--- src/rtl/tte_pkg.sv ---
package tte_pkg;

  localparam int MAX_COLS = 64;
  localparam int MAX_ROWS = 32;
  localparam int LINE_MAX = 255;

  localparam int COL_W   = $clog2(MAX_COLS);
  localparam int ROW_W   = $clog2(MAX_ROWS);
  localparam int NC_W    = 7;
  localparam int NR_W    = 6;
  localparam int ADDR_W  = 11;
  localparam int DEPTH   = MAX_COLS * MAX_ROWS;
  localparam int STORE_W = $clog2(DEPTH);
  localparam int LEN_W   = $clog2(LINE_MAX + 1);
  localparam int KEY_W   = 8;
  localparam int CHAR_W  = 7;
  localparam int CLR_W   = 3;
  localparam int CFG_IDX_W  = 1;
  localparam int CFG_DATA_W = 7;

  localparam logic [CFG_IDX_W-1:0] REG_COLUMNS = 1'd0;
  localparam logic [CFG_IDX_W-1:0] REG_ROWS    = 1'd1;

  localparam logic [NC_W-1:0] COLUMNS_RESET = 7'd40;
  localparam logic [NR_W-1:0] ROWS_RESET    = 6'd30;

  localparam logic [KEY_W-1:0] K_CR    = 8'h0D;
  localparam logic [KEY_W-1:0] K_BS    = 8'h08;
  localparam logic [KEY_W-1:0] K_ESC   = 8'h1B;
  localparam logic [KEY_W-1:0] K_SPACE = 8'h20;
  localparam logic [KEY_W-1:0] K_LAST  = 8'd126;

  localparam logic [CHAR_W-1:0] CH_M      = 7'h6D;
  localparam logic [CHAR_W-1:0] CH_LBRACK = 7'h5B;
  localparam logic [CHAR_W-1:0] CH_3      = 7'h33;
  localparam logic [CHAR_W-1:0] CH_4      = 7'h34;
  localparam logic [CHAR_W-1:0] CH_0      = 7'h30;
  localparam logic [CHAR_W-1:0] CH_9      = 7'h39;

  localparam logic [CLR_W-1:0] CLR_BLACK = 3'd0;
  localparam logic [CLR_W-1:0] CLR_GREEN = 3'd2;
  localparam logic [CLR_W-1:0] CLR_WHITE = 3'd7;

  typedef enum logic [3:0] {
    ST_INIT   = 4'b0001,
    ST_IDLE   = 4'b0010,
    ST_WORK   = 4'b0100,
    ST_SCROLL = 4'b1000
  } state_t;

  typedef struct packed {
    logic init_wr;
    logic load_key;
    logic reduce;
    logic step;
    logic clear_wr;
  } cmd_t;

  typedef struct packed {
    logic init_last;
    logic top_ge_nr;
    logic scroll;
    logic clear_last;
  } status_t;

  typedef struct packed {
    logic              cell_write;
    logic [ADDR_W-1:0] cell_address;
    logic [CHAR_W-1:0] cell_char;
    logic [CLR_W-1:0]  cell_colour;
    logic [COL_W-1:0]  cursor_col;
    logic [ROW_W-1:0]  cursor_row;
    logic [ROW_W-1:0]  top_row;
    logic [CLR_W-1:0]  fore_index;
    logic [CLR_W-1:0]  back_index;
    logic              line_done;
  } result_t;

endpackage

--- src/rtl/tte_ctrl.sv ---
module tte_ctrl import tte_pkg::*; (
  input  logic    clk,
  input  logic    rst,
  input  logic    key_valid,
  output logic    key_ready,
  output logic    res_valid,
  input  logic    res_ready,
  input  status_t status,
  output cmd_t    cmd
);

  state_t state, state_next;
  logic   out_valid, out_valid_next;

  always_comb begin
    state_next     = state;
    out_valid_next = out_valid;
    cmd            = '0;
    key_ready      = 1'b0;
    if (out_valid && res_ready) out_valid_next = 1'b0;
    case (state)
      ST_INIT: begin
        cmd.init_wr = 1'b1;
        if (status.init_last) state_next = ST_IDLE;
      end
      ST_IDLE: begin
        key_ready = !out_valid || res_ready;
        if (key_valid && key_ready) begin
          cmd.load_key = 1'b1;
          state_next   = ST_WORK;
        end
      end
      ST_WORK: begin
        // wrap the top pointer into the rows in use before the key acts
        if (status.top_ge_nr) begin
          cmd.reduce = 1'b1;
        end else begin
          cmd.step       = 1'b1;
          out_valid_next = 1'b1;
          state_next     = status.scroll ? ST_SCROLL : ST_IDLE;
        end
      end
      ST_SCROLL: begin
        cmd.clear_wr = 1'b1;
        if (status.clear_last) state_next = ST_IDLE;
      end
      default: state_next = ST_INIT;
    endcase
  end

  always_ff @(posedge clk) begin
    if (rst) begin
      state     <= ST_INIT;
      out_valid <= 1'b0;
    end else begin
      state     <= state_next;
      out_valid <= out_valid_next;
    end
  end

  assign res_valid = out_valid;

endmodule

--- config.mk ---
export PLATFORM = sky130hd
export DESIGN_NAME = tte_ctrl
export DESIGN_NICKNAME = d
export VERILOG_FILES = /design/src/rtl/tte_pkg.sv /design/src/rtl/tte_ctrl.sv
export SDC_FILE = /design/constraint.sdc
export NUM_CORES = 1
export LEC_CHECK = 0
export CELL_PAD_IN_SITES_DETAIL_PLACEMENT = 1
export CELL_PAD_IN_SITES_GLOBAL_PLACEMENT = 1
export CORE_AREA = 5 5 42 44
export CTS_BUF_LIST = sky130_fd_sc_hd__clkbuf_4 sky130_fd_sc_hd__clkbuf_8 sky130_fd_sc_hd__clkbuf_16
export DETAILED_ROUTE_END_ITERATION = 6
export DIE_AREA = 0 0 47 49
export DONT_BUFFER_PORTS = 1
export GPL_TIMING_DRIVEN = 0
export PLACE_DENSITY_LB_ADDON = 0.08
export SYNTH_ARGS = -nofsm -noshare
export SYNTH_HDL_FRONTEND = slang
export SYNTH_SLANG_ARGS = --single-unit
--- constraint.sdc ---
create_clock -name clk -period 1.95 [get_ports clk]
set_input_delay 0.0975 -clock clk [delete_from_list [all_inputs] [get_ports clk]]
set_output_delay 0.0975 -clock clk [all_outputs]
set_load 0.02 [all_outputs]
# After elaboration in Yosys (flattened, before gate mapping)
# Index checks and enable logic that the tools add are counted.
# totals
wordCells,32
ff_bits,5
# classes
mux,17
n_reduce_logical,5
eq_ne,8
# ops
cell,count
4-bit 2-to-1 mux,5
4-bit one-hot mux with 4 select lines,1
1-bit 2-to-1 mux,10
2-bit != test (second input constant),4
4-bit by 1-bit equality test with 1-bit output (second input constant),1
4-bit by 2-bit equality test with 1-bit output (second input constant),1
4-bit by 3-bit equality test with 1-bit output (second input constant),1
4-bit equality test (second input constant),1
4-bit AND reduction,1
1-bit logical AND,2
2-bit 2-to-1 mux,1
1-bit zero test,1
1-bit logical OR,1

# Longest topological paths before layout
# logic_depth
ltp_word,5
ltp_mapped,4
depth_no_buf,4

# Least setup slack after synthesis
# Ideal clock, no wire load.
# synth_path
path_type,register -> register
from,register state[2]
to,register state[2]
synth_period_minus_slack_ns,1.437
setup_time_ns,0.086
arrival_ns,1.351
path_stages_with_launch,5
setup_slack_ns,0.513
cell_sequence,dfxtp_1 > nor4b_1 > and2_2 > nor2_1 > a221oi_2
# synth_between
elab_chain_cells,3
elab_cells_between_ends,10
cone_classes,8 x eq/ne; 1 x mux; 1 x reduce/logical
# synth_lines
element,line_no,source
from (decl),tte_ctrl.sv:12,"state_t state, state_next;"
from (signal assigned),tte_ctrl.sv:56,state <= state_next;
4-bit by 2-bit equality test with 1-bit output (tied with other cells),tte_ctrl.sv:21,case (state)
2-bit != test (no line),n/a,
4-bit AND reduction (no line),n/a,
# Several ways; a longest one is shown, not always the timed one.
# A chain may end at the register's enable or synchronous reset.

# Final worst setup path
# layout_path
from,register state[1]
to,output key_ready
# layout_between
elab_chain_cells,2
# layout_lines
element,line_no,source
4-bit by 2-bit equality test with 1-bit output,tte_ctrl.sv:21,
1-bit 2-to-1 mux,tte_ctrl.sv:21,
to (decl),tte_ctrl.sv:5,"output logic key_ready,"
# Every way passes these cells.

==> out/metrics.yaml <==
switching_share_pct: 36.2
cp.buffers_inverters: 0
root_buffer: "clkbuf_4"
cts_tree: "built"
crit_type: "reg2out"
die-area_um2: 2300
ys_ff_latch: 5
period_minus_slack_ns: 1.73
cpLargestDelayFamily: "simple AND/OR/NAND/NOR gates"
drv_slew: 0
yosysTopAreaCellShare_pct: 27.6
dr_total_vias: 334
syn2layout_area_growth_pct: 16.6
hold_buffers: 1
pwr-share-comb_pct: 33.4
drv_cap: 0
setup_viol: 0
layout_worst_path_cycle_share_pct: 88.8
drtAntennaViolNets: 0
seqPwrFrac_pct: 35.1
start_util_pct: 25.9
rsz0062_at_grt: "no"
fill_cells: 176
io_pins: 15
antenna_cells: 0
core-area_um2: 1400
required_ns: 1.85
htreeDepth: 1
dr.pass1.iters: 1
fin_tns_setup_ns: 0
cts_setup_buffers: 0
hp-class: "in2reg"
power-per-cell-area_nw_per_um2: 1030
wl_per_cell_um: 14.6
tightestPinTransition_ns: 0.649
row_count: 14
gp_congestion: 0.727
syn_avg_cell_area_um2: 8.44
syn_inst: 43
synthDistinctLibCells: 24
critPathCaptureType: "primary output"
synth_area_um2: 363
status: "completed"
crit_slowest_cell: "or4b_4"
numPortBuffers: 0
crit_arrival_ns: 1.63
drc: 0
die_y_um: 49
hpwl_um: 750
grt_pass1_vias: 376
track_usage_pct: 10.6
p_leak_nw: 0.166
layout.nets: 57
fmax_mhz: 578
via_per_inst: 5.22
grt_pass1_wl_um: 1720
synth_warnings: 0
clockPowerShare_pct: 31.5
overflow: 0
cts_resized: 0
drive_above_1_share_pct: 22.9
postLayoutCellArea_um2: 423
wl_um: 933
skew_ns: 0.000316
clk_latency_ns: 0.25
p_int_mw: 0.278
worstPathCellList: "or4b_4 > nor2b_1"
initialDrtViolationCount: 0
vdd_ir_drop_max_v: 0.000323
cts_buffers: 3
critical-path-max-stage-delay_ns: 0.55
cts_sinks: 5
yosysSeqAreaShare_pct: 27.6
antenna_found_initial: 0
clkTransAtPathRegs_ns: 0.04
cts_buffer_depth: 2
holdWs_ns: 0.0254
grt_max_degree: 9
hold_viol: 0
p_switching_mw: 0.158
max_slew_margin_pct: 56.4
synth_area_leaders: "dfxtp_1 (28%), or2b_1 (8.3%), mux2i_1 (5.5%), or3b_1 (4.8%), a21oi_1 (4.1%)"
crit_path_start_kind: "flop"
critical_path.max_fanout: 8
die_x_um: 47
synth_nets: 51
yosysTopAreaCell: "dfxtp_1"
total_power_mw: 0.436
place_area_um2: 383
## path summary, 6_finish.rpt
kind,from,to,slack (ns),cells after the start
setup / recovery,state[1],key_ready,0.22,2
hold / removal,rst,state[1],0.03,2
setup reg to reg,state[2],state[2],0.29,4
hold reg to reg,state[2],state[2],0.64,2
## Yosys cell counts, drive strengths merged
cell type	count
nor3	4
or2b	4
o211ai	1
nand2b	2
o21ai	1
dfxtp	5
or2	1
or4b	1
nor2b	1
inv	3
and2	1
a21oi	4
a211oi	1
nand2	2
or3	1
a21o	1
a221oi	1
nor4b	1
nand3b	1
mux2i	2
or3b	2
nor2	3
## placed cells by master (no fill, tap or decap)
cell           Yosys  final
dfxtp_1            5      5
or2b_1             4      4
clkbuf_4           0      4
inv_1              3      3
nor3_1             3      3
nor2_1             3      3
a21oi_1            3      3
nand2b_1           2      2
nand2_1            2      2
or3b_1             2      2
mux2i_1            2      2
nor4b_1            1      1
and2_2             1      1
or4b_4             1      1
nor2b_1            1      1
o211ai_1           1      1
or2_2              1      1
a21o_1             1      1
nand3b_1           1      1
a211oi_2           1      1
a21oi_2            1      1
nor3_2             1      1
or3_1              1      1
a221oi_2           1      1
o21ai_0            1      1
dlygate4sd3_1      0      1
## power groups by stage
stage	sequential (mW)	clock (mW)	combinational, mW
6_report	0.153	0.137	0.146
5_1_grt	0.158	0.150	0.164
4_1_cts	0.153	0.143	0.148
3_5_place_dp	0.156	0	0.145
3_3_place_gp	0.153	0	0.143
2_1_floorplan	0.145	0	0.128
## kinds of logic after synthesis
| group | share of synthesized area (%) |
|---|---|
| muxes | 5.52 |
| AOI/OAI and AO/OA | 19.7 |
| DFF | 27.6 |
| and+or+nand+nor | 44.1 |
| buffers and inverters | 3.10 |
## layout make-up
cell class,instances,area [µm²],share of cell area [%]
Sequential cell,5,100,23.7
Tap cell,16,20.0,4.73
Clock buffer,4,30.0,7.10
Inverter,3,11.3,2.66
Multi-Input combinational cell,35,251,59.5
Timing Repair Buffer,1,10.0,2.37
## stage by stage
| step | util (%) | setup WS (ns) | std cells |
|---|---|---|---|
| after detailed placement | 27.3 | 0.265 | 59 |
| final | 30.2 | 0.218 | 64 |
| after global routing | 30.2 | 0.106 | 64 |
| after floorplan | - | 0.513 | 43 |
| after CTS | 30.2 | 0.196 | 64 |
| after global placement | 27.3 | 0.257 | 59 |
## sequential cells by signal (all words and copies together) (netlist names)
register   flops
state          4
res_valid      1
## layer usage
layer	up-vias	share of wire [%]	GRT usage, %	wire (µm)
met3	5	9.8	5.17	91
li1	165	-	-	-
met1	154	39	11.6	366
met4	0	3.6	8.29	34
met2	10	47	14.9	440
met5	-	0	0	0
Power figures use the tool's default switching activity.
