## src/rtl/tte_pkg.sv

```systemverilog
package tte_pkg;

  localparam int MAX_COLS = 64;
  localparam int MAX_ROWS = 32;
  localparam int LINE_MAX = 255;

  localparam int COL_W   = $clog2(MAX_COLS);
  localparam int ROW_W   = $clog2(MAX_ROWS);
  localparam int NC_W    = 7;
  localparam int NR_W    = 6;
  localparam int ADDR_W  = 11;
  localparam int DEPTH   = MAX_COLS * MAX_ROWS;
  localparam int STORE_W = $clog2(DEPTH);
  localparam int LEN_W   = $clog2(LINE_MAX + 1);
  localparam int KEY_W   = 8;
  localparam int CHAR_W  = 7;
  localparam int CLR_W   = 3;
  localparam int CFG_IDX_W  = 1;
  localparam int CFG_DATA_W = 7;

  localparam logic [CFG_IDX_W-1:0] REG_COLUMNS = 1'd0;
  localparam logic [CFG_IDX_W-1:0] REG_ROWS    = 1'd1;

  localparam logic [NC_W-1:0] COLUMNS_RESET = 7'd40;
  localparam logic [NR_W-1:0] ROWS_RESET    = 6'd30;

  localparam logic [KEY_W-1:0] K_CR    = 8'h0D;
  localparam logic [KEY_W-1:0] K_BS    = 8'h08;
  localparam logic [KEY_W-1:0] K_ESC   = 8'h1B;
  localparam logic [KEY_W-1:0] K_SPACE = 8'h20;
  localparam logic [KEY_W-1:0] K_LAST  = 8'd126;

  localparam logic [CHAR_W-1:0] CH_M      = 7'h6D;
  localparam logic [CHAR_W-1:0] CH_LBRACK = 7'h5B;
  localparam logic [CHAR_W-1:0] CH_3      = 7'h33;
  localparam logic [CHAR_W-1:0] CH_4      = 7'h34;
  localparam logic [CHAR_W-1:0] CH_0      = 7'h30;
  localparam logic [CHAR_W-1:0] CH_9      = 7'h39;

  localparam logic [CLR_W-1:0] CLR_BLACK = 3'd0;
  localparam logic [CLR_W-1:0] CLR_GREEN = 3'd2;
  localparam logic [CLR_W-1:0] CLR_WHITE = 3'd7;

  typedef enum logic [3:0] {
    ST_INIT   = 4'b0001,
    ST_IDLE   = 4'b0010,
    ST_WORK   = 4'b0100,
    ST_SCROLL = 4'b1000
  } state_t;

  typedef struct packed {
    logic init_wr;
    logic load_key;
    logic reduce;
    logic step;
    logic clear_wr;
  } cmd_t;

  typedef struct packed {
    logic init_last;
    logic top_ge_nr;
    logic scroll;
    logic clear_last;
  } status_t;

  typedef struct packed {
    logic              cell_write;
    logic [ADDR_W-1:0] cell_address;
    logic [CHAR_W-1:0] cell_char;
    logic [CLR_W-1:0]  cell_colour;
    logic [COL_W-1:0]  cursor_col;
    logic [ROW_W-1:0]  cursor_row;
    logic [ROW_W-1:0]  top_row;
    logic [CLR_W-1:0]  fore_index;
    logic [CLR_W-1:0]  back_index;
    logic              line_done;
  } result_t;

endpackage

```

## src/rtl/tte_dp.sv

```systemverilog
module tte_dp import tte_pkg::*; (
  input  logic                  clk,
  input  logic                  rst,
  input  cmd_t                  cmd,
  output status_t               status,
  input  logic [KEY_W-1:0]      key_byte,
  input  logic                  cfg_wr,
  input  logic [CFG_IDX_W-1:0]  cfg_index,
  input  logic [CFG_DATA_W-1:0] cfg_data,
  output result_t               result
);

  logic [CHAR_W-1:0] char_mem [DEPTH];
  logic [CLR_W-1:0]  colour_mem [DEPTH];

  logic [NC_W-1:0]    columns;
  logic [NR_W-1:0]    rows;
  logic [KEY_W-1:0]   key;
  logic [COL_W-1:0]   col_pos;
  logic [ROW_W-1:0]   row_pos;
  logic [ROW_W-1:0]   top_pointer;
  logic [CLR_W-1:0]   fore_colour;
  logic [CLR_W-1:0]   back_colour;
  logic [LEN_W-1:0]   line_length;
  logic               escape_open;
  logic [1:0]         escape_count;
  logic [CHAR_W-1:0]  escape_chars [3];
  logic [STORE_W-1:0] sweep;
  logic [ROW_W-1:0]   cleared_row;

  logic              cell_write;
  logic [ADDR_W-1:0] cell_address;
  logic [CHAR_W-1:0] cell_char;
  logic [CLR_W-1:0]  cell_colour;
  logic              line_done;

  logic [NC_W-1:0]   nc;
  logic [NR_W-1:0]   nr;
  logic [COL_W-1:0]  cx;
  logic [ROW_W-1:0]  cy;
  logic              md_scroll;
  logic [ROW_W-1:0]  md_y;
  logic [ROW_W-1:0]  md_top;
  logic [NR_W-1:0]   cy_inc;
  logic [NR_W-1:0]   top_inc;
  logic [NR_W-1:0]   phys_sum;
  logic [ROW_W-1:0]  phys;
  logic [NC_W-1:0]   cx_inc;
  logic [CHAR_W-1:0] key7;
  logic [CHAR_W-1:0] digit;
  logic [CLR_W-1:0]  digit_clr;
  logic              printable;

  logic [COL_W-1:0]  cx_next;
  logic [ROW_W-1:0]  cy_next;
  logic [ROW_W-1:0]  top_next;
  logic [CLR_W-1:0]  fore_next;
  logic [CLR_W-1:0]  back_next;
  logic [LEN_W-1:0]  len_next;
  logic              esc_open_next;
  logic [1:0]        esc_count_next;
  logic [CHAR_W-1:0] esc_chars_next [3];
  logic              wr_next;
  logic [ADDR_W-1:0] addr_next;
  logic              done_next;
  logic              scroll_next;

  logic              mem_we;
  logic [STORE_W-1:0] mem_addr;
  logic [CHAR_W-1:0] mem_char;
  logic [CLR_W-1:0]  mem_colour;

  always_comb begin
    if (columns == '0) nc = NC_W'(1);
    else if (columns > NC_W'(MAX_COLS)) nc = NC_W'(MAX_COLS);
    else nc = columns;
    if (rows == '0) nr = NR_W'(1);
    else if (rows > NR_W'(MAX_ROWS)) nr = NR_W'(MAX_ROWS);
    else nr = rows;
  end

  always_comb begin
    cx = ({1'b0, col_pos} >= nc) ? COL_W'(nc - NC_W'(1)) : col_pos;
    cy = ({1'b0, row_pos} >= nr) ? ROW_W'(nr - NR_W'(1)) : row_pos;

    cy_inc    = {1'b0, cy} + NR_W'(1);
    top_inc   = {1'b0, top_pointer} + NR_W'(1);
    md_scroll = cy_inc >= nr;
    md_y      = md_scroll ? ROW_W'(nr - NR_W'(1)) : cy_inc[ROW_W-1:0];
    md_top    = !md_scroll ? top_pointer :
                (top_inc >= nr) ? '0 : top_inc[ROW_W-1:0];

    phys_sum = {1'b0, top_pointer} + {1'b0, cy};
    phys     = (phys_sum >= nr) ? ROW_W'(phys_sum - nr) : phys_sum[ROW_W-1:0];
    cx_inc   = {1'b0, cx} + NC_W'(1);

    key7      = key[CHAR_W-1:0];
    printable = (key >= K_SPACE) && (key <= K_LAST);

    cx_next        = cx;
    cy_next        = cy;
    top_next       = top_pointer;
    fore_next      = fore_colour;
    back_next      = back_colour;
    len_next       = line_length;
    esc_open_next  = escape_open;
    esc_count_next = escape_count;
    esc_chars_next = escape_chars;
    wr_next        = 1'b0;
    addr_next      = '0;
    done_next      = 1'b0;
    scroll_next    = 1'b0;
    digit          = '0;
    digit_clr      = '0;

    if (key == K_CR) begin
      cx_next     = '0;
      cy_next     = md_y;
      top_next    = md_top;
      scroll_next = md_scroll;
      done_next   = 1'b1;
      len_next    = '0;
    end else if (key == K_BS) begin
      if (line_length != '0) begin
        len_next = line_length - LEN_W'(1);
        if (cx != '0) cx_next = cx - COL_W'(1);
      end
    end else if (key == K_ESC) begin
      esc_open_next  = 1'b1;
      esc_count_next = '0;
      esc_chars_next = '{default: '0};
    end else if (printable) begin
      if (escape_open) begin
        if (escape_count != 2'd3) begin
          esc_chars_next[escape_count] = key7;
          esc_count_next = escape_count + 2'd1;
        end
        if (key7 == CH_M) begin
          digit     = esc_chars_next[2] - CH_0;
          digit_clr = (digit > CHAR_W'(CLR_WHITE)) ? CLR_WHITE : digit[CLR_W-1:0];
          if (esc_count_next == 2'd3 && esc_chars_next[0] == CH_LBRACK &&
              esc_chars_next[2] >= CH_0 && esc_chars_next[2] <= CH_9) begin
            if (esc_chars_next[1] == CH_3) fore_next = digit_clr;
            else if (esc_chars_next[1] == CH_4) back_next = digit_clr;
          end
          esc_open_next  = 1'b0;
          esc_count_next = '0;
          esc_chars_next = '{default: '0};
        end
      end else begin
        wr_next   = 1'b1;
        addr_next = ADDR_W'({phys, cx});
        if (line_length != LEN_W'(LINE_MAX)) len_next = line_length + LEN_W'(1);
        if (cx_inc >= nc) begin
          cx_next     = '0;
          cy_next     = md_y;
          top_next    = md_top;
          scroll_next = md_scroll;
        end else begin
          cx_next = cx_inc[COL_W-1:0];
        end
      end
    end
  end

  assign status.init_last  = sweep == STORE_W'(DEPTH - 1);
  assign status.top_ge_nr  = {1'b0, top_pointer} >= nr;
  assign status.scroll     = scroll_next;
  assign status.clear_last = sweep[COL_W-1:0] == COL_W'(MAX_COLS - 1);

  always_ff @(posedge clk) begin
    if (rst) begin
      columns      <= COLUMNS_RESET;
      rows         <= ROWS_RESET;
      col_pos      <= '0;
      row_pos      <= '0;
      top_pointer  <= '0;
      fore_colour  <= CLR_GREEN;
      back_colour  <= CLR_BLACK;
      line_length  <= '0;
      escape_open  <= 1'b0;
      escape_count <= '0;
      escape_chars <= '{default: '0};
      sweep        <= '0;
    end else begin
      if (cfg_wr) begin
        case (cfg_index)
          REG_COLUMNS: columns <= cfg_data[NC_W-1:0];
          REG_ROWS:    rows    <= cfg_data[NR_W-1:0];
          default: ;
        endcase
      end
      if (cmd.reduce) top_pointer <= ROW_W'({1'b0, top_pointer} - nr);
      if (cmd.step) begin
        col_pos      <= cx_next;
        row_pos      <= cy_next;
        top_pointer  <= top_next;
        fore_colour  <= fore_next;
        back_colour  <= back_next;
        line_length  <= len_next;
        escape_open  <= esc_open_next;
        escape_count <= esc_count_next;
        escape_chars <= esc_chars_next;
        sweep        <= '0;
      end
      if (cmd.init_wr || cmd.clear_wr) sweep <= sweep + STORE_W'(1);
    end
  end

  always_ff @(posedge clk) begin
    if (cmd.load_key) key <= key_byte;
    if (cmd.step) begin
      cell_write   <= wr_next;
      cell_address <= addr_next;
      cell_char    <= wr_next ? key7 : '0;
      cell_colour  <= wr_next ? fore_colour : '0;
      line_done    <= done_next;
      cleared_row  <= top_pointer;
    end
  end

  // single write port shared by the reset fill, key writes and row clears
  always_comb begin
    mem_we     = cmd.init_wr || cmd.clear_wr || (cmd.step && wr_next);
    mem_addr   = sweep;
    mem_char   = '0;
    mem_colour = CLR_GREEN;
    if (cmd.clear_wr) begin
      mem_addr   = STORE_W'({cleared_row, sweep[COL_W-1:0]});
      mem_colour = CLR_BLACK;
    end else if (cmd.step) begin
      mem_addr   = addr_next[STORE_W-1:0];
      mem_char   = key7;
      mem_colour = fore_colour;
    end
  end

  always_ff @(posedge clk) begin
    if (mem_we) begin
      char_mem[mem_addr]   <= mem_char;
      colour_mem[mem_addr] <= mem_colour;
    end
  end

  assign result.cell_write   = cell_write;
  assign result.cell_address = cell_address;
  assign result.cell_char    = cell_char;
  assign result.cell_colour  = cell_colour;
  assign result.cursor_col   = col_pos;
  assign result.cursor_row   = row_pos;
  assign result.top_row      = top_pointer;
  assign result.fore_index   = fore_colour;
  assign result.back_index   = back_colour;
  assign result.line_done    = line_done;

endmodule

```

## config.mk

```make
export PLATFORM = sky130hd
export DESIGN_NAME = tte_dp
export DESIGN_NICKNAME = d
export VERILOG_FILES = /design/src/rtl/tte_pkg.sv /design/src/rtl/tte_dp.sv
export SDC_FILE = /design/constraint.sdc
export NUM_CORES = 1
export LEC_CHECK = 0
export BUFFER_PORTS_ARGS = -buffer_cell sky130_fd_sc_hd__buf_2
export CAP_MARGIN = 0
export CORE_MARGIN = 2
export CORE_UTILIZATION = 40
export DETAILED_ROUTE_END_ITERATION = 10
export GPL_ROUTABILITY_DRIVEN = 0
export PLACE_DENSITY = 0.64
export SYNTH_ARGS = -nofsm -noshare
export SYNTH_HDL_FRONTEND = slang
export SYNTH_SLANG_ARGS = --single-unit
```

## constraint.sdc

```tcl
create_clock -name clk -period 8.5 [get_ports clk]
set_clock_uncertainty 0.15 [all_clocks]
set_input_delay 1.7 -clock clk [delete_from_list [all_inputs] [get_ports clk]]
set_output_delay 1.7 -clock clk [all_outputs]
set_load 0.03 [all_outputs]
```

Yosys cells after proc, flatten, opt, wreduce, memory -nomap -nowiden
Cells that the tools add are included.
{ "classes": {"n_addsub": 14, "reduce_logical": 25, "n_mul": 0, "n_mux": 81, "n_shift": 0, "n_lt_le_gt_ge": 16, "bitwise_logic": 7, "div": 0, "n_eq_ne": 20} }
{ "ops": {"columns": ["op", "count"], "rows": [
  ["$mux W21", 10],
  ["$mux W5", 19],
  ["$mux W6", 11],
  ["$mux W8", 7],
  ["$mux W11", 2],
  ["$bwmux W21", 1],
  ["$mux W7", 3],
  ["$mux W2", 10],
  ["$ge A6 B6 Y1", 3],
  ["$eq A8 B4 Y1 const B", 2],
  ["$mux W1", 16],
  ["$demux W7 S2", 1],
  ["$eq A7 B6 Y1 const B", 2],
  ["$eq A7 B7 Y1 const B", 2],
  ["$add A5 B1 Y6 const B", 2],
  ["$ge A5 B6 Y1", 2],
  ["$reduce_and A6 Y1", 2],
  ["$sub A6 B1 Y6 const B", 2],
  ["$add A11 B1 Y11 const B", 1],
  ["$eq A11 B11 Y1 const B", 1],
  ["$reduce_and A10 Y1", 1],
  ["$sub A5 B5 Y5", 2],
  ["$ne A3 B1 Y1 const B", 3],
  ["$ne A3 B3 Y1 const B", 3],
  ["other kinds (40)", 55]
]} }
{ "totals": {"latchBits": 0, "mem_bits_ro": 0, "register_bits": 109, "out_inout_bits": 49, "word_cells": 183, "memories": 0, "input_bits": 24, "ram_bits": 0} }

Depth between registers and ports, before layout
Gate-level depths: netlist of run 1.
{ "depth": {"depth_word": 17, "depth_mapped": 24, "mapped_depth_nobuf": 21} }

Least setup slack after synthesis of run 1
No wires, ideal clock.
{ "synth_path": {"path_kind": "reg2out", "startpoint": "reg columns[6]", "endpoint": "out status[1] in the netlist's numbering", "slack_ns": 2.428, "path_stages_with_launch": 23, "arrival_time_ns": 4.222, "required_ns": 6.650, "path_buffers": 3, "path_cell_list": "dfxtp_1 > buf_2 > nor4_1 > a22o_1 > ha_1 > nor2b_1 > o21ai_0 > a2bb2oi_2 > buf_2 > nor2_1 > a21oi_1 > inv_1 > ha_1 > nand3_1 > mux2i_1 > xnor2_1 > ha_1 > a21o_1 > a21oi_1 > o21ai_0 > a31oi_1 > nor2_1 > buf_4"} }
{ "synth_via": {"elab_chain_cells": 13, "word_cells_on_any_way": 15, "cone_classes": "2 x add/sub; 3 x order compare; 9 x mux; 1 x reduce/logical"} }
{ "synth_lines": {"columns": ["element", "line_no", "rtl"], "rows": [
  ["start, declared", "tte_dp.sv:16", "logic [NC_W-1:0] columns;"],
  ["start signal, assigned", "tte_dp.sv:188", "REG_COLUMNS: columns <= cfg_data[NC_W-1:0];"],
  ["$gt A7 B7 Y1", "tte_dp.sv:75", "else if (columns > NC_W'(MAX_COLS)) nc = NC_W'(MAX_COLS);"],
  ["$mux W7", "tte_dp.sv:75", null],
  ["$mux W7 *", "tte_dp.sv:74", "if (columns == '0) nc = NC_W'(1);"],
  ["$sub A6 B1 Y6 or $ge A6 B7 Y1 (tied branches)", "tte_dp.sv:83", "cx = ({1'b0, col_pos} >= nc) ? COL_W'(nc - NC_W'(1)) : col_pos;"],
  ["$mux W6 *", "tte_dp.sv:83", null],
  ["via cx[1]", "tte_dp.sv:39", "logic [COL_W-1:0] cx;"],
  ["$add A6 B1 Y7 *", "tte_dp.sv:95", "cx_inc = {1'b0, cx} + NC_W'(1);"],
  ["$ge A7 B7 Y1 *", "tte_dp.sv:154", "if (cx_inc >= nc) begin"],
  ["$mux W1 *", "tte_dp.sv:154", null],
  ["$mux W1 *", "tte_dp.sv:133", "if (escape_open) begin"],
  ["$mux W1 *", "tte_dp.sv:132", "end else if (printable) begin"],
  ["$mux W1 *", "tte_dp.sv:128", "end else if (key == K_ESC) begin"],
  ["$mux W1 *", "tte_dp.sv:123", "end else if (key == K_BS) begin"],
  ["$mux W1 *", "tte_dp.sv:116", "if (key == K_CR) begin"],
  ["end, declared", "tte_dp.sv:5", "output status_t status,"]
]} }
Mark *: on every way through the listed nets, which the timed path passes. The rest lies on a longest branch.

==> summary.txt, run 1 <==
Finish
  – Number of non-filler instances in the completed layout: 1110
  – Final Cell Area: 7990 µm²
  – # fillers: 1770
  – Area of the multi-input gates: 4440 µm²
  – Area grow syn2layout: 10.8%
  – Reg area: 2490 µm²
  – Layout Nets: 965
  – Layout cells sized above 1: 13.6%
  – ANT cells: 0

GRT
  – Total grt overflow: 0
  – Largest net degree at the start of global routing: 79
  – GRT Util Overall: 18.3%
  – Vias in the first global route: 5686
  – Initial antenna violation count: 0
  – Global-route wire length before repair: 29100 µm

STA
  – Fin. max-slew vios: 0
  – Worst setup margin: 1.41 ns
  – Final min period: 7.09 ns
  – Final Hold Vio Count: 0
  – F_max: 141 MHz
  – RSZ-0062 raised after global routing: false
  – Worst-Margin Slew: 0.932 ns
  – Max_slew headroom: 37.8%
  – Fin crit share: 83.4%
  – Final hold slack: 0.320 ns
  – # setup viols final: 0
  – TNS Setup: 0 ns

Worst hold path
  – Hold wc startpoint: sweep[9]$_SDFFE_PP0P_
  – Hold crit path type: reg2reg

CTS
  – Postcts setup bufs: 0
  – CTS tree: built
  – Root cell of the clock tree: clkbuf_16
  – Clock Tree Buf Depth: 2
  – # H-tree levels: 3
  – CTS clk-pin slew, worst paths: 0.08 ns
  – Hold buffers post-CTS: 0
  – Clock sinks: 109
  – Clk Latency, worst-skew pair: 0.36 ns
  – Resize count post-CTS: 0
  – TritonCTS buffer count: 9

Synthesis
  – Mapped Cells: 826
  – Register bit total from synthesis: 109
  – Top-count cell post-synth: nor2_1
  – EDFF count, synth: 31
  – Syn Nets: 915
  – YS warnings: 0
  – Register area share after synthesis: 34.6%
  – Avg Cell Area, Syn: 8.72 µm²
  – Post-synthesis async set-or-reset flop share: 0%
  – Most instantiated cells after synthesis: nor2_1, dfxtp_1, nand2_1
  – Largest cells by area after synthesis: dfxtp_1, edfxtp_1, ha_1
  – Top-area cell type share of the netlist area: 21.7%
  – Post-Syn Area: 7210 µm²
  – Unique masters post-synth: 76
  – Synth Flop Type: dfxtp_1
  – Yosys top cell by area: dfxtp_1

Pwr
  – Reg power frac: 44.2%
  – Sw frac: 33.4%
  – PwrDens: 168 nW/µm²
  – Net Switching: 0.450 mW
  – Clock share of power: 30.1%
  – Comb power frac: 25.7%
  – Leak: 3.38 nW
  – Internal Power: 0.895 mW
  – Peak supply drop: 123 µV

Worst setup path
  – Worst R2R Start: columns[6]$_SDFFE_PP0P_
  – CP Cell Sequence: nor4_1 -> a22o_1 -> ha_1 -> nor2b_1 -> o21ai_0 -> a2bb2oi_2 -> nor2_1 -> a21oi_1 -> inv_1 -> ha_1 -> nand3_1 -> mux2i_1 -> xnor2_1 -> ha_1 -> a21o_1 -> a21oi_1 -> o21ai_0 -> a31oi_1 -> nor2_1 -> buf_2
  – Crit-path most repeated cell: ha_1
  – CP endpoint kind: output port
  – Max stage delay on crit path: 0.73 ns
  – Critical Path Slowest Stage Cell: a2bb2oi_2
  – WP data required: 6.65 ns
  – Crit path max-delay family: compound AO/OA/AOI/OAI gates
  – Arrival @ worst endpoint: 5.24 ns
  – Crit path buf inv count: 2
  – Startpoint types: flip-flop
  – CP Max Fanout: 16
  – Kind of critical path: reg2out
  – Critical Path Start: columns[6]$_SDFFE_PP0P_

Floorplanning
  – Die W: 138 µm
  – Core area: 17800 µm²
  – Initial Utilization: 40.4%
  – Num rows: 49
  – Die area: 19100 µm²
  – Ports: 73
  – Die Span Y: 138 µm

Routing
  – Drt total wl: 17400 µm
  – Vias/cell: 5.54
  – Drt first pass iters: 5
  – Vias post-DR: 6147
  – Final ANT Viol Nets: 0
  – Avg WL per Cell: 15.7 µm
  – Starting DRT DRC Count: 481
  – Drt drc: 0

Place
  – Port Buffer Count: 72
  – Pre-CTS WS: 1.82 ns
  – Placed Area: 7710 µm²
  – Post-Place Cells: 1094
  – Post-DP HPWL: 12600 µm

Flow run
  – Maximum Capacitance Violations: 0

Status
  – Outcome: complete, no violations
## layout by cell type (no fill, tap or decap), types with 11 or more instances in the layout
cell type  Yosys  routed
a211oi_1      11      11
a21o_1        14      14
a21oi_1       61      61
a22oi_1       18      18
and2_1        13      13
and3_1        12      12
buf_2         10      72
dfxtp_1       78      78
edfxtp_1      31      31
ha_1          61      61
inv_1         28      28
mux2i_1       22      22
nand2_1       74      74
nand2b_1      18      18
nand3_1       28      28
nor2_1        91      91
nor2b_1       16      16
nor3_1        20      20
o21ai_0       27      27
xnor2_1       16      16
xor2_1        14      14
## tightest hold or removal path: stages (launching register included)
cell and delay (ns):
dfxtp_1 0.32, nand3_1 0.06, a21oi_1 0.05
## kinds of logic (layout without fill, tap and decap cells)
family | count (synthesis) | in the layout | synth area share, %
mux | 28 | 28 | 3.99
buf+inv | 65 | 120 | 3.82
flops | 109 | 109 | 34.6
simple gates | 328 | 328 | 23.5
compound gates | 201 | 201 | 18.8
xor+xnor | 30 | 30 | 3.65
fa+ha+maj | 65 | 65 | 11.7
## stage by stage
step,util (%),total power [mW]
after floorplan,-,0.859
final,44.8,1.35
after detailed placement,43.2,0.949
after CTS,44.8,1.36
after global routing,44.8,1.42
after global placement,43.2,0.947
## power groups by stage
stage / clock, mW / sequential [mW] / combinational [mW]
4_1_cts: 0.419 / 0.594 / 0.344
2_1_floorplan: 0 / 0.622 / 0.238
3_3_place_gp: 0 / 0.606 / 0.341
3_5_place_dp: 0 / 0.606 / 0.343
5_1_grt: 0.436 / 0.598 / 0.388
6_report: 0.405 / 0.594 / 0.346
## path summary, 6_finish.rpt
path / end / slack, ns / depth (start not counted)
max: status[1] / 1.41 / 20
min: sweep[9]$_SDFFE_PP0P_ / 0.32 / 2
max reg2reg: col_pos[2]$_SDFFE_PP0P_ / 2.80 / 21
min reg2reg: sweep[9]$_SDFFE_PP0P_ / 0.32 / 2
## cell type report
class / instances / area share (%)
inverters: 29 / 1.36
flip-flops and latches: 109 / 31.2
well taps: 229 / 3.59
multi-input cells: 652 / 55.6
clock inverters: 6 / 0.611
clock buffers: 10 / 2.87
repair buffers: 75 / 4.79
## layer usage
layer | GRT usage (%) | part of all wire, % | vias to the layer above
met1 | 25.0 | 48 | 2873
met5 | 0 | 0 | -
li1 | - | - | 3120
met4 | 4.89 | 1.3 | 0
met3 | 2.70 | 4.3 | 20
met2 | 30.5 | 47 | 134
## state kept, by name, indices dropped and copies added (netlist names), 2 cells and up
register	count
escape_chars	21
cell_address	11
sweep	11
key	8
line_length	8
cell_char	7
columns	7
col_pos	6
rows	6
row_pos	5
top_pointer	5
back_colour	3
cell_colour	3
fore_colour	3
escape_count	2
Note: power is estimated with default switching activity, not from simulation.
==> inputs of run 2 (changes only) <==
--- a/config.mk
+++ b/config.mk
@@ -11,7 +11,7 @@
 export CORE_UTILIZATION = 40
 export DETAILED_ROUTE_END_ITERATION = 10
 export GPL_ROUTABILITY_DRIVEN = 0
-export PLACE_DENSITY = 0.64
+export PLACE_DENSITY = 0.66
 export SYNTH_ARGS = -nofsm -noshare
 export SYNTH_HDL_FRONTEND = slang
 export SYNTH_SLANG_ARGS = --single-unit
==> constraint.sdc (replaced) <==
create_clock -name clk -period 6.4 [get_ports clk]
set_clock_uncertainty 0.15 [all_clocks]
set_input_delay 1.28 -clock clk [delete_from_list [all_inputs] [get_ports clk]]
set_output_delay 1.28 -clock clk [all_outputs]
set_load 0.03 [all_outputs]
==> summary.txt, run 2 (synthesis gave the netlist of run 1 again) <==
Status
  – Outcome: complete, no violations

STA
  – Final Hold Vio Count: 0 (unchanged)
  – Final min period: 6.04 ns
  – F_max: 166 MHz
  – Max_slew headroom: 41.6% (+3.8 points)
  – Worst setup margin: 0.362 ns (-1.05 ns)
  – Worst-Margin Slew: 0.871 ns (-0.0613 ns)
  – TNS Setup: 0 ns (unchanged)
  – Fin crit share: 94.3%
  – Final hold slack: 0.335 ns (+0.0153 ns)
  – # setup viols final: 0 (unchanged)
  – Fin. max-slew vios: 0 (unchanged)

CTS
  – CTS clk-pin slew, worst paths: 0.08 ns (about the same)
  – Clock sinks: 109 (unchanged)
  – Clock Tree Buf Depth: 2 (unchanged)
  – Root cell of the clock tree: clkbuf_16
  – TritonCTS buffer count: 9 (unchanged)
  – # H-tree levels: 3 (unchanged)
  – Clk Latency, worst-skew pair: 0.36 ns (about the same)
  – Hold buffers post-CTS: 0 (unchanged)
  – CTS tree: built

Worst setup path
  – Critical Path Slowest Stage Cell: dfxtp_1
  – Crit path max-delay family: compound AO/OA/AOI/OAI gates
  – Crit path buf inv count: 3 (+1)
  – CP endpoint kind: output port
  – CP Max Fanout: 9 (-7)
  – Startpoint types: flip-flop
  – Critical Path Start: columns[6]$_SDFFE_PP0P_
  – Max stage delay on crit path: 0.53 ns (-0.20 ns)
  – Arrival @ worst endpoint: 4.61 ns (-0.63 ns)
  – Kind of critical path: reg2out
  – Crit-path most repeated cell: ha_1
  – CP Cell Sequence: inv_2 -> a22o_1 -> ha_1 -> nor2b_1 -> o21ai_0 -> a2bb2oi_4 -> buf_4 -> nor2_1 -> a21o_1 -> ha_1 -> nand3_1 -> mux2i_1 -> xnor2_1 -> ha_1 -> a21o_1 -> a21oi_1 -> o21ai_1 -> a31oi_2 -> nor2_1 -> buf_2
  – Worst R2R Start: rows[5]$_SDFFE_PP0P_
  – WP data required: 4.97 ns (-1.68 ns)

GRT
  – Global-route wire length before repair: 28900 µm (-0.67%)
  – Total grt overflow: 0 (unchanged)
  – Vias in the first global route: 5740 (+0.95%)
  – Largest net degree at the start of global routing: 79 (unchanged)
  – GRT Util Overall: 18.4% (+0.068 points)
  – Initial antenna violation count: 0 (unchanged)

Place
  – Pre-CTS WS: 0.429 ns (-1.39 ns)
  – Port Buffer Count: 72 (unchanged)
  – Post-Place Cells: 1099 (+0.46%)
  – Placed Area: 7750 µm² (+0.49%)
  – Post-DP HPWL: 12700 µm (+1.1%)

Floorplanning
  – Num rows: 49 (unchanged)
  – Die area: 19100 µm² (unchanged)
  – Die W: 138 µm (unchanged)
  – Ports: 73 (unchanged)
  – Die Span Y: 138 µm (unchanged)
  – Core area: 17800 µm² (unchanged)
  – Initial Utilization: 40.4% (unchanged)

Finish
  – Final design utilization: 45.4% (+0.65 points)
  – Layout Nets: 977 (+1.2%)
  – Final Cell Area: 8100 µm² (+1.4%)
  – ANT cells: 0 (unchanged)
  – Commonest non-fill, non-tap cell in the layout: nor2_1
  – Top flop regs: escape_chars: 21 flops, cell_address: 11 flops, sweep: 11 flops
  – Biggest register: escape_chars
  – Number of non-filler instances in the completed layout: 1122 (+1.1%)
  – Leading cell types in the layout, fill and taps excluded: nor2_1, dfxtp_1, nand2_1, buf_2
  – Layout cells sized above 1: 15.1% (+1.5 points)
  – Max FFs per register: 21 (unchanged)
  – Area grow syn2layout: 12.4%

Routing
  – Drt total wl: 17600 µm (+1.4%)
  – Starting DRT DRC Count: 456 (-5.2%)
  – Avg WL per Cell: 15.7 µm (+0.28%)
  – Vias post-DR: 6188 (+0.67%)
  – Final ANT Viol Nets: 0 (unchanged)
  – Vias/cell: 5.52 (-0.41%)
  – Drt drc: 0 (unchanged)
  – Drt first pass iters: 5 (unchanged)

Pwr
  – Tot Pwr: 1.82 mW (+35%)
  – Leak: 3.44 nW (+1.8%)
  – Sw frac: 33.5% (+0.11 points)
  – Comb power frac: 26.5% (+0.8 points)
  – Clock share of power: 30.1% (about the same)
  – Peak supply drop: 139 µV (+13%)
  – Net Switching: 0.609 mW (+35%)
  – Internal Power: 1.21 mW (+35%)
  – PwrDens: 224 nW/µm² (+33%)
  – Reg power frac: 43.4% (-0.8 points)

Flow run
  – Maximum Capacitance Violations: 0 (unchanged)

Worst hold path
  – Hold wc startpoint: sweep[9]$_SDFFE_PP0P_
  – Hold crit path type: reg2reg
## run 2: area by class of cell
cell class / instances / area [µm²]
sequential: 109 / 2490
tap: 229 / 287
clock buffer: 9 / 225
inverter: 29 / 109
fill: 1754 / 9740
multi-input combinational: 652 / 4460
clock inverter: 7 / 60.1
timing repair buffer: 87 / 473
## run 2: path summary, 6_finish.rpt
kind	endpoint	slack [ns]	depth (start not counted)
max reg2reg	cell_address[10]$_SDFFCE_PP0P_	0.97	22
min reg2reg	sweep[9]$_SDFFE_PP0P_	0.34	2
max	status[1]	0.36	20
min	sweep[9]$_SDFFE_PP0P_	0.34	2
## run 2: power by group through the flow
stage                     combinational, mW  sequential [mW]  clock (mW)
after floorplan                       0.316            0.825           0
after global placement                0.455            0.804           0
after detailed placement              0.461            0.804           0
after CTS                             0.463            0.788       0.561
after global routing                  0.535            0.794       0.593
final                                 0.480            0.788       0.547
## run 2: layer usage
layer	wire length (µm)	vias up	GRT usage (%)
met5	0	-	0
met3	619	21	3.43
li1	-	3138	-
met4	330	0	6.55
met2	8300	130	29.6
met1	8390	2899	24.8
## run 2: repair_timing
item,in CTS,in global routing
pin swaps,0,2
gates resized for setup,1,2
buffers inserted,0,7
setup endpoints to repair,1,1
endpoints found under the hold margin,0,0
## run 2: worst register-to-register path, stage by stage, from the launching register on
cell	delay, ns
dfxtp_1	0.35
inv_1	0.24
nand2_1	0.34
ha_1	0.40
nand2_1	0.05
o21ai_0	0.26
a21oi_1	0.11
buf_4	0.18
nor2_1	0.15
nor2_1	0.11
ha_1	0.23
fa_1	0.44
a21o_1	0.18
a21oi_1	0.17
xnor2_1	0.18
ha_1	0.28
and3_1	0.18
a31oi_1	0.17
o21ai_0	0.10
a21oi_1	0.57
nor2_1	0.11
a21oi_1	0.17
nor2_1	0.06
==> inputs of run 3 (changes only) <==
--- a/config.mk
+++ b/config.mk
@@ -5,13 +5,13 @@
 export SDC_FILE = /design/constraint.sdc
 export NUM_CORES = 1
 export LEC_CHECK = 0
-export BUFFER_PORTS_ARGS = -buffer_cell sky130_fd_sc_hd__buf_2
 export CAP_MARGIN = 0
 export CORE_MARGIN = 2
 export CORE_UTILIZATION = 40
 export DETAILED_ROUTE_END_ITERATION = 10
+export DONT_BUFFER_PORTS = 1
 export GPL_ROUTABILITY_DRIVEN = 0
-export PLACE_DENSITY = 0.66
+export PLACE_DENSITY = 0.62
 export SYNTH_ARGS = -nofsm -noshare
 export SYNTH_HDL_FRONTEND = slang
 export SYNTH_SLANG_ARGS = --single-unit
==> summary.txt, run 3 (synthesis gave the netlist of run 1 again) <==
Worst setup path
  – CP Max Fanout: 9 (unchanged)
  – CP Cell Sequence: inv_2 -> a22o_2 -> ha_1 -> nor2b_1 -> o21ai_0 -> a2bb2oi_4 -> nor2_1 -> a21oi_1 -> inv_1 -> ha_1 -> nand3_1 -> mux2i_1 -> xnor2_1 -> ha_1 -> a21o_1 -> a21oi_1 -> o21ai_0 -> a31oi_2 -> nor2_1 -> buf_4
  – Arrival @ worst endpoint: 4.54 ns (-0.07 ns)
  – WP data required: 4.97 ns (about the same)
  – Crit-path most repeated cell: ha_1
  – Worst R2R Start: rows[5]$_SDFFE_PP0P_
  – Crit path buf inv count: 3 (unchanged)
  – Max stage delay on crit path: 0.54 ns (about the same)
  – Critical Path Start: columns[6]$_SDFFE_PP0P_
  – Crit path max-delay family: compound AO/OA/AOI/OAI gates
  – Kind of critical path: reg2out
  – CP endpoint kind: output port
  – Startpoint types: flip-flop
  – Critical Path Slowest Stage Cell: dfxtp_1

STA
  – Fin. max-slew vios: 0 (unchanged)
  – Final min period: 5.97 ns (-0.0687 ns)
  – Final Hold Vio Count: 0 (unchanged)
  – Fin crit share: 93.3% (-1.1 points)
  – # setup viols final: 0 (unchanged)
  – Max_slew headroom: 44.4% (+2.8 points)
  – F_max: 168 MHz (+1.2%)
  – Worst-Margin Slew: 0.827 ns (-0.0436 ns)

Routing
  – Met2 wire length: 8310 µm (about the same)
  – Vias/cell: 5.59 (+1.4%)
  – Vias post-DR: 5889 (-4.8%)
  – Final ANT Viol Nets: 0 (unchanged)
  – Drt first pass iters: 5 (unchanged)
  – Starting DRT DRC Count: 335 (-27%)
  – Met3 WL: 704 µm (+14%)
  – Drt total wl: 17700 µm (about the same)
  – Top sig layer: met4
  – M1 wire length: 8360 µm (-0.42%)
  – Avg WL per Cell: 16.8 µm (+6.6%)
  – Drt drc: 0 (unchanged)

Finish
  – Number of non-filler instances in the completed layout: 1053 (-6.1%)
  – Max FFs per register: 21 (unchanged)
  – Leading cell types in the layout, fill and taps excluded: nor2_1, dfxtp_1, nand2_1, a21oi_1, ha_1
  – Top flop regs: escape_chars: 21 flops, cell_address: 11 flops, sweep: 11 flops
  – Final Cell Area: 7800 µm² (-3.8%)
  – Biggest register: escape_chars
  – Area grow syn2layout: 8.20%
  – Layout cells sized above 1: 8.13% (-7.0 points)
  – ANT cells: 0 (unchanged)
  – Commonest non-fill, non-tap cell in the layout: nor2_1
  – Layout Nets: 908 (-7.1%)
  – # fillers: 1762 (+0.46%)

CTS
  – CTS tree: built
  – CTS clk-pin slew, worst paths: 0.08 ns (about the same)
  – # H-tree levels: 3 (unchanged)
  – Clock Tree Buf Depth: 2 (unchanged)
  – Root cell of the clock tree: clkbuf_16
  – Clock sinks: 109 (unchanged)
  – TritonCTS buffer count: 9 (unchanged)
  – Clk Latency, worst-skew pair: 0.36 ns (about the same)

Floorplanning
  – Die Span Y: 138 µm (unchanged)
  – Core area: 17800 µm² (unchanged)
  – Num rows: 49 (unchanged)
  – Ports: 73 (unchanged)
  – Die area: 19100 µm² (unchanged)
  – Die W: 138 µm (unchanged)
  – Initial Utilization: 40.4% (unchanged)

GRT
  – GRT Util Overall: 18.4% (+0.060 points)
  – Largest net degree at the start of global routing: 79 (unchanged)
  – Initial antenna violation count: 0 (unchanged)
  – Total grt overflow: 0 (unchanged)
  – Global-route wire length before repair: 28800 µm (-0.38%)
  – Vias in the first global route: 5383 (-6.2%)

Place
  – Post-Place Cells: 1031 (-6.2%)
  – Placed Area: 7420 µm² (-4.3%)
  – Post-DP HPWL: 12900 µm (+1.3%)
  – Port Buffer Count: 0 (-100%)

Status
  – Outcome: complete, no violations

Worst hold path
  – Hold wc startpoint: sweep[9]$_SDFFE_PP0P_
  – Hold crit path type: reg2reg

Pwr
  – Peak supply drop: 132 µV (-4.5%)
  – PwrDens: 233 nW/µm² (+4.2%)
  – Leak: 3.14 nW (-8.6%)

Flow run
  – Maximum Capacitance Violations: 0 (unchanged)
-- run 3: cell types whose count changed in the layout (fill, tap and decap cells not counted), sizes merged --
| cell | before | now |
|---|---|---|
| clkbuf | 9 | 11 |
| clkinvlp | 1 | 0 |
| clkinv | 4 | 3 |
| buf | 87 | 18 |
-- run 3: metrics by stage --
| step | hold WS, ns | worst slack [ns] | utilization (%) | TNS, ns | power (mW) |
|---|---|---|---|---|---|
| 4_1_cts | 0.324 | 0.0686 | 43.3 | 0 | 1.82 |
| 5_1_grt | 0.371 | -0.0275 | 43.7 | -0.0275 | 1.92 |
| 2_1_floorplan | 0.297 | 0.748 | - | 0 | 1.14 |
| 6_report | 0.326 | 0.431 | 43.7 | 0 | 1.82 |
| 3_5_place_dp | 0.314 | 0.485 | 41.6 | 0 | 1.23 |
| 3_3_place_gp | 0.304 | 0.622 | 41.6 | 0 | 1.23 |
-- run 3: cell type report --
type                       count  area [µm²]  share of cell area, %
multi-input combinational    652        4460                   57.2
sequential                   109        2490                   32.0
tap                          229         287                   3.68
clock buffer                  11         254                   3.26
timing repair buffer          18         135                   1.73
inverter                      29         109                   1.40
clock inverter                 5        61.3                  0.786
-- run 3: final timing paths --
kind / endpoint / slack (ns) / cells past startpoint
setup / recovery: status[1] / 0.43 / 20
hold / removal: sweep[9]$_SDFFE_PP0P_ / 0.33 / 2
hold reg to reg: sweep[9]$_SDFFE_PP0P_ / 0.33 / 2
setup reg to reg: cell_address[10]$_SDFFCE_PP0P_ / 0.97 / 20
-- run 3: worst min-delay path: stages, from the launching register on --
cell	delay, ns
dfxtp_1	0.32
nand3_1	0.06
a21oi_1	0.05
-- run 3: routing by layer --
metal | up-vias | global-route usage (%)
met5 | - | 0
met3 | 17 | 2.98
met1 | 2747 | 25.1
li1 | 3001 | -
met4 | 0 | 5.91
met2 | 124 | 30.1
-- run 3: what timing repair did --
action | CTS | global route
hold buffers | 0 | 0
endpoints found under the setup margin | 0 | 1
buffers inserted | 0 | 6
endpoints found under the hold margin | 0 | 0
resized for setup | 0 | 4
-- run 3: power by group --
part	switching, mW	total [mW]	internal, mW
Clock	0.285	0.585	0.300
Combinational	0.230	0.406	0.176
Sequential	0.0832	0.829	0.746
Total	0.598	1.82	1.22
